$ cat src/hdl/fed_pkg.sv
// Package for the feedback echo delay block.
// Holds the sample and pointer widths, the register indexes and the stage struct.
// No dependencies; every other file of the block imports it.
package fed_pkg;

  localparam int SAMPLE_BITS = 24;
  localparam int ADDR_BITS   = 16;
  localparam int DEPTH       = 1 << ADDR_BITS;
  localparam int DELAY_BITS  = 16;
  localparam int DECAY_BITS  = 17;
  localparam int POS_BITS    = 17;
  localparam int CFG_BITS    = 17;

  // Position saturates at its largest value; one in Q1.16 is 65536.
  localparam logic [POS_BITS-1:0]   POS_MAX = {POS_BITS{1'b1}};
  localparam logic [DECAY_BITS-1:0] ONE_Q16 = DECAY_BITS'(1 << 16);

  // Configuration register indexes.
  typedef enum logic [0:0] {
    REG_DELAY_SAMPLES = 1'b0,
    REG_DECAY_Q16     = 1'b1
  } cfg_reg_e;

  // One sample in the mix stage: the input value and whether the echo may apply.
  typedef struct packed {
    logic signed [SAMPLE_BITS-1:0] sample;
    logic                          echo;
  } mix_stage_t;

endpackage

$ cat src/hdl/fed_mix.sv
// Echo mix of the feedback echo delay block: blends a sample with the delayed
// output, floors and saturates. Combinational; uses fed_pkg.
module fed_mix (
  input  fed_pkg::mix_stage_t                    stage_i,
  input  logic signed [fed_pkg::SAMPLE_BITS-1:0] delayed_i,
  input  logic [fed_pkg::DECAY_BITS-1:0]         decay_i,
  output logic signed [fed_pkg::SAMPLE_BITS-1:0] sample_o
);
  import fed_pkg::*;

  localparam int DIFF_BITS = SAMPLE_BITS + 1;
  localparam int PROD_BITS = DIFF_BITS + DECAY_BITS + 1;
  localparam int TERM_BITS = PROD_BITS - 16;
  localparam int SUM_BITS  = TERM_BITS + 1;

  logic signed [DIFF_BITS-1:0]   diff;
  logic signed [DECAY_BITS:0]    decay_s;
  logic signed [PROD_BITS-1:0]   prod;
  logic signed [TERM_BITS-1:0]   term;
  logic signed [SUM_BITS-1:0]    sum;
  logic signed [SAMPLE_BITS-1:0] sat;
  logic                          in_range;

  // (1-a)*x + a*d equals x + a*(d-x); the x term is a whole multiple of one,
  // so flooring the product alone floors the full sum.
  always_comb begin
    diff    = {delayed_i[SAMPLE_BITS-1], delayed_i}
            - {stage_i.sample[SAMPLE_BITS-1], stage_i.sample};
    decay_s = {1'b0, decay_i};
    prod    = decay_s * diff;
    term    = prod[PROD_BITS-1:16];
    sum     = {{(SUM_BITS-SAMPLE_BITS){stage_i.sample[SAMPLE_BITS-1]}}, stage_i.sample}
            + {term[TERM_BITS-1], term};
  end

  // Saturate to the sample width.
  always_comb begin
    in_range = (sum[SUM_BITS-1:SAMPLE_BITS-1] == '0)
            || (sum[SUM_BITS-1:SAMPLE_BITS-1] == '1);
    if (in_range) begin
      sat = sum[SAMPLE_BITS-1:0];
    end else if (sum[SUM_BITS-1]) begin
      sat = {1'b1, {(SAMPLE_BITS-1){1'b0}}};
    end else begin
      sat = {1'b0, {(SAMPLE_BITS-1){1'b1}}};
    end
  end

  // A zero delayed output leaves the sample unchanged.
  assign sample_o = (stage_i.echo && (delayed_i != '0)) ? sat : stage_i.sample;

endmodule

$ cat config.mk
export PLATFORM = sky130hd
export DESIGN_NAME = fed_mix
export DESIGN_NICKNAME = d
export VERILOG_FILES = /design/src/hdl/fed_pkg.sv /design/src/hdl/fed_mix.sv
export SDC_FILE = /design/constraint.sdc
export NUM_CORES = 1
export LEC_CHECK = 0
export ABC_AREA = 1
export BUFFER_PORTS_ARGS = -buffer_cell sky130_fd_sc_hd__buf_4
export CAP_MARGIN = 20
export CORE_UTILIZATION = 60
export DETAILED_ROUTE_END_ITERATION = 16
export GPL_TIMING_DRIVEN = 1
export PLACE_DENSITY = 0.78
export SYNTH_ARGS = -nofsm -noshare
export SYNTH_HDL_FRONTEND = slang
export SYNTH_SLANG_ARGS = --single-unit
$ cat constraint.sdc
create_clock -name vclk -period 15.1
set_input_delay 2.265 -clock vclk [all_inputs]
set_output_delay 2.265 -clock vclk [all_outputs]
set_load 0.02 [all_outputs]
# Word-level counts from Yosys, hierarchy flattened
# Cells that the tools add are included.
# totals
regBits	0
inputBits	66
out_inout_bits	24
wordCells	11
# classes
addsub	2
mul	1
eq_ne	1
n_mux	3
reduce_logical	4
# ops
operator	count
$mux W24	3
$mul A18 B25 Y43	1
$add A24 B27 Y28	1
$sub A24 B24 Y25	1
$reduce_bool A24 Y1	1
$eq A5 B5 Y1 const B	1
$logic_not A5 Y1	1
$logic_and A1 B1 Y1	1
$logic_or A1 B1 Y1	1

# Logic depth before layout (Yosys ltp)
# logic_depth
depth_word	7
depth_mapped	55
mapped_depth_nobuf	54

# Worst setup path before layout
# Ideal clock, no wire load.
# synth_timing
kind	input-to-output
start	input port stage_i[3] in the netlist's numbering
end	output port sample_o[3] in the netlist's numbering
arrival_ps	10375
required_time_ps	12835
setup_slack_ps	2460
stages	53
n_path_buf	2
path_cell_list	inv_1 ha_1 a21oi_1 nand2_1 nand2_1 nand3_1 nand2_1 nand2_1 nand2_1 nand3_2 nand2_1 nand2_1 or2_2 nand2_2 buf_6 nor2_1 fa_1 inv_1 [17 not listed] xor2_1 ha_1 nand2_1 nand2_1 nand2_1 nand2_1 a21oi_1 nor2_1 nor2_1 nand2_1 nand2_1 nand2_2 inv_2 nand3_1 nand2_2 buf_6 nand2_1 a21oi_1
# synth_between
elab_chain_len	7
elab_cells_between_ends	9
classes_between	add/sub: 2; mul: 1; eq/ne: 1; mux: 3; reduce/logical: 2
# synth_rtl
element	line	text
from (decl)	fed_mix.sv:4	input fed_pkg::mix_stage_t stage_i,
$sub A24 B24 Y25	fed_mix.sv:28	- {stage_i.sample[SAMPLE_BITS-1], stage_i.sample};
$mul A18 B25 Y43	fed_mix.sv:30	prod = decay_s * diff;
$add A24 B27 Y28 *	fed_mix.sv:33	+ {term[TERM_BITS-1], term};
$eq A5 B5 Y1 / $logic_not A5 Y1 (equally long branches)	fed_mix.sv:39, fed_mix.sv:38	
$logic_or A1 B1 Y1	fed_mix.sv:39	|| (sum[SUM_BITS-1:SAMPLE_BITS-1] == '1);
$mux W24 *	fed_mix.sv:40	if (in_range) begin
$mux W24 *	fed_mix.sv:50	assign sample_o = (stage_i.echo && (delayed_i != '0)) ? sat : stage_i.sample;
to (decl)	fed_mix.sv:7	output logic signed [fed_pkg::SAMPLE_BITS-1:0] sample_o
# Mark *: on every way between the ends. The rest lies on a longest branch, timed or not.

# Worst setup path after layout
# layout_timing
start	input port stage_i[1] in the netlist's numbering
end	output port sample_o[11] in the netlist's numbering
# Same word-level chain as after synthesis.

==> results.rst <==
.. list-table::
   :header-rows: 1

   * - Metric
     - Value
   * - CP arrival
     - approximately 12 ns
   * - Run status
     - finished, final reports clean
   * - Number of max-capacitance violations reported
     - 0
   * - Final critical delay including setup and external delays
     - between 10 and 15 ns
   * - Post-synth cell types
     - between 40 and 50
   * - Critical path destination
     - sample_o[11]
   * - Post-CTS repair timing setup buffer count
     - 0
   * - Average detailed-routed wire length per instance
     - 18.6 um
   * - Final cell utilization of the core
     - around 65%
   * - Achievable clock frequency
     - 68.8 MHz
   * - Worst Path Max Fanout
     - 21
   * - Slew at the pin closest to its max-slew limit
     - roughly 1 ns
   * - Pre-Repair DR Iteration Count
     - 8
   * - Final count of negative-setup-slack endpoints
     - 0
   * - Via count of the first global-routing pass
     - 17800
   * - Worst Path Required
     - 12.84 ns
   * - CTS-repair resized insts
     - 0
   * - Worst Setup SP
     - stage_i[1]
   * - Wire length reported by the detailed router
     - 56.9 mm
   * - Top layer reached by signal wires
     - met4
   * - Initial Utilization
     - 61.7%
   * - Total of hold buffers inserted after clock tree synthesis
     - 0
   * - Share of synthesized area occupied by flip-flops and latches
     - 0%
   * - Post-synthesis net count
     - 3239
   * - Fillers
     - 2858
   * - Combined global-route utilization of all metal layers
     - 36.3%
   * - Width of the die
     - 180 um
   * - Met3 Wirelength
     - 4.77 mm
   * - CP delay by family, top
     - adder cells
   * - Crit path setup slack, layout
     - roughly 0.56 ns
   * - Y dimension of the die
     - about 180 um
   * - Overflow left after global routing
     - 0
   * - Full die area
     - 0.0325 mm^2
   * - Area of all sequential standard cells
     - 0 um^2
   * - Place WS
     - 0.589 ns
   * - Area of the core
     - 0.0309 mm^2
   * - Largest area contributor in the netlist
     - fa_1
   * - Maximum number of pins on one net before global-route repair
     - 26
   * - Iter 0 DRT Violations
     - 1473
   * - Wire length of the first global-routing pass
     - a little over 90 mm
   * - Mean instance size in the synthesized netlist
     - 7.33 um^2
   * - Met2 Wirelength
     - roughly 27 mm
   * - Share of the synthesized area in the top cell type
     - between 40 and 50%
   * - Number of placement rows
     - 64
   * - Cell area after synthesis
     - ~0.019 mm^2
   * - Max_slew headroom
     - 31.9%
   * - RSZ-0062 raised after global routing
     - false
   * - Clock buffer cells
     - 0
   * - Count of final max-slew check failures
     - 0
   * - Worst hold path cell count
     - 4
   * - Remaining routing DRC violations
     - 0
   * - Largest cells by area after synthesis
     - fa_1 44%, inv_1 14%, ha_1 10%, nand2_1 9.5%, nor2_1 7.0%
   * - Number of nets in the layout
     - 3292
   * - Layout Area Growth over Synthesis
     - 5.48%
   * - Number of sequential cells in the layout
     - 0
   * - Initial antenna violation count
     - 0
   * - Most common cell type on the critical path
     - inv_1
   * - Half-perimeter wire length after placement
     - just under 50 mm
   * - Yosys Warn Count
     - 0
   * - Average via count per standard cell
     - 5.59
   * - Number of primary I/O pins
     - 90
   * - Type of the worst setup path
     - input port to output pin
   * - Antenna-violating nets left
     - 0
   * - Port bufs
     - 90
   * - Crit path largest cell delay
     - 0.79 ns
   * - Kind of launch point of the worst setup path
     - input port
   * - Setup crit end kind
     - output pin
   * - Path type of the worst min-delay path
     - input port to output pin
   * - Detailed-routing wirelength on met1
     - approximately 22 mm
   * - Share of layout cells above drive strength 1
     - under 10%
   * - Final weighted congestion in routability-driven placement
     - 0.972
   * - Post-Syn Instances
     - 2603
   * - Summed area of non-filler cells in the final layout
     - ~0.02 mm^2
   * - Post-Place Cell Area
     - approximately 0.020 mm^2
   * - Number of buffers and inverters on the critical path
     - 10
   * - Number of cells on the critical path
     - 44
   * - Final hold viol count
     - 0
   * - Via count
     - about 17000
   * - TNS Setup
     - 0 ns
   * - Tcrit/Tclk final
     - 96.3%
   * - Cell at the slowest stage of the critical path
     - xor2_2
## final cells by class
cell class	instances	area, um^2	share of cell area, %
timing repair buffer	105	801	3.98
inverter	714	2680	13.3
antenna	1	2.50	0.0124
tap	396	495	2.46
multi-input combinational	1835	16100	80.2
## worst min-delay path by stage
stage | startpoint | end
detailed placement | stage_i[11] | sample_o[10]
floorplan | stage_i[3] | sample_o[2]
global route | stage_i[1] | sample_o[0]
CTS | stage_i[11] | sample_o[10]
global placement | stage_i[1] | sample_o[0]
finish | stage_i[8] | sample_o[7]
## layer usage
metal	GRT usage [%]	up-vias
li1	-	7726
met4	15.0	0
met5	0	-
met1	47.8	8276
met2	61.1	847
met3	4.20	219
## stage by stage
step,hold slack (ns),cells
CTS,4.91,3050
global route,4.92,3050
floorplan,4.71,2603
global placement,4.90,3050
finish,4.90,3051
detailed placement,4.90,3050
## logic make-up (layout without fill, tap and decap cells)
logic type | count (synthesis) | after routing | share of synthesized area [%]
AO/OA/AOI/OAI | 210 | 210 | 6.64
adder cells (fa/ha/maj) | 570 | 570 | 53.8
other | 0 | 1 | 0
AND/OR/NAND/NOR | 992 | 992 | 21.2
buffers and inverters | 768 | 819 | 15.4
XOR/XNOR | 63 | 63 | 3.01
## synth_stat cells, types with 14 or more instances
cell	count
a21oi_1	95
a21oi_2	21
a31oi_1	18
clkbuf_1	41
clkinv_1	14
fa_1	416
ha_1	154
inv_1	695
nand2_1	485
nand3_1	71
nand4_1	18
nor2_1	356
o21ai_0	41
xnor2_1	22
xor2_1	38
## cell usage in the layout, fill, tap and decap left out, types with 12 or more instances in the layout
| master | netlist | layout |
|---|---|---|
| nor3_1 | 12 | 12 |
| o21ai_0 | 41 | 40 |
| nor2_1 | 356 | 356 |
| xor2_1 | 38 | 38 |
| clkinv_1 | 14 | 14 |
| fa_1 | 416 | 416 |
| ha_1 | 154 | 154 |
| nand3_1 | 71 | 71 |
| xnor2_1 | 22 | 22 |
| a21oi_1 | 95 | 95 |
| nand2_1 | 485 | 485 |
| a21oi_2 | 21 | 21 |
| nand4_1 | 18 | 18 |
| buf_4 | 4 | 104 |
| inv_1 | 695 | 695 |
| a31oi_1 | 18 | 18 |
| nand2_2 | 12 | 12 |
Power is not shown: default switching activity piles up to over one toggle a cycle in this logic, so the estimate is an artifact.
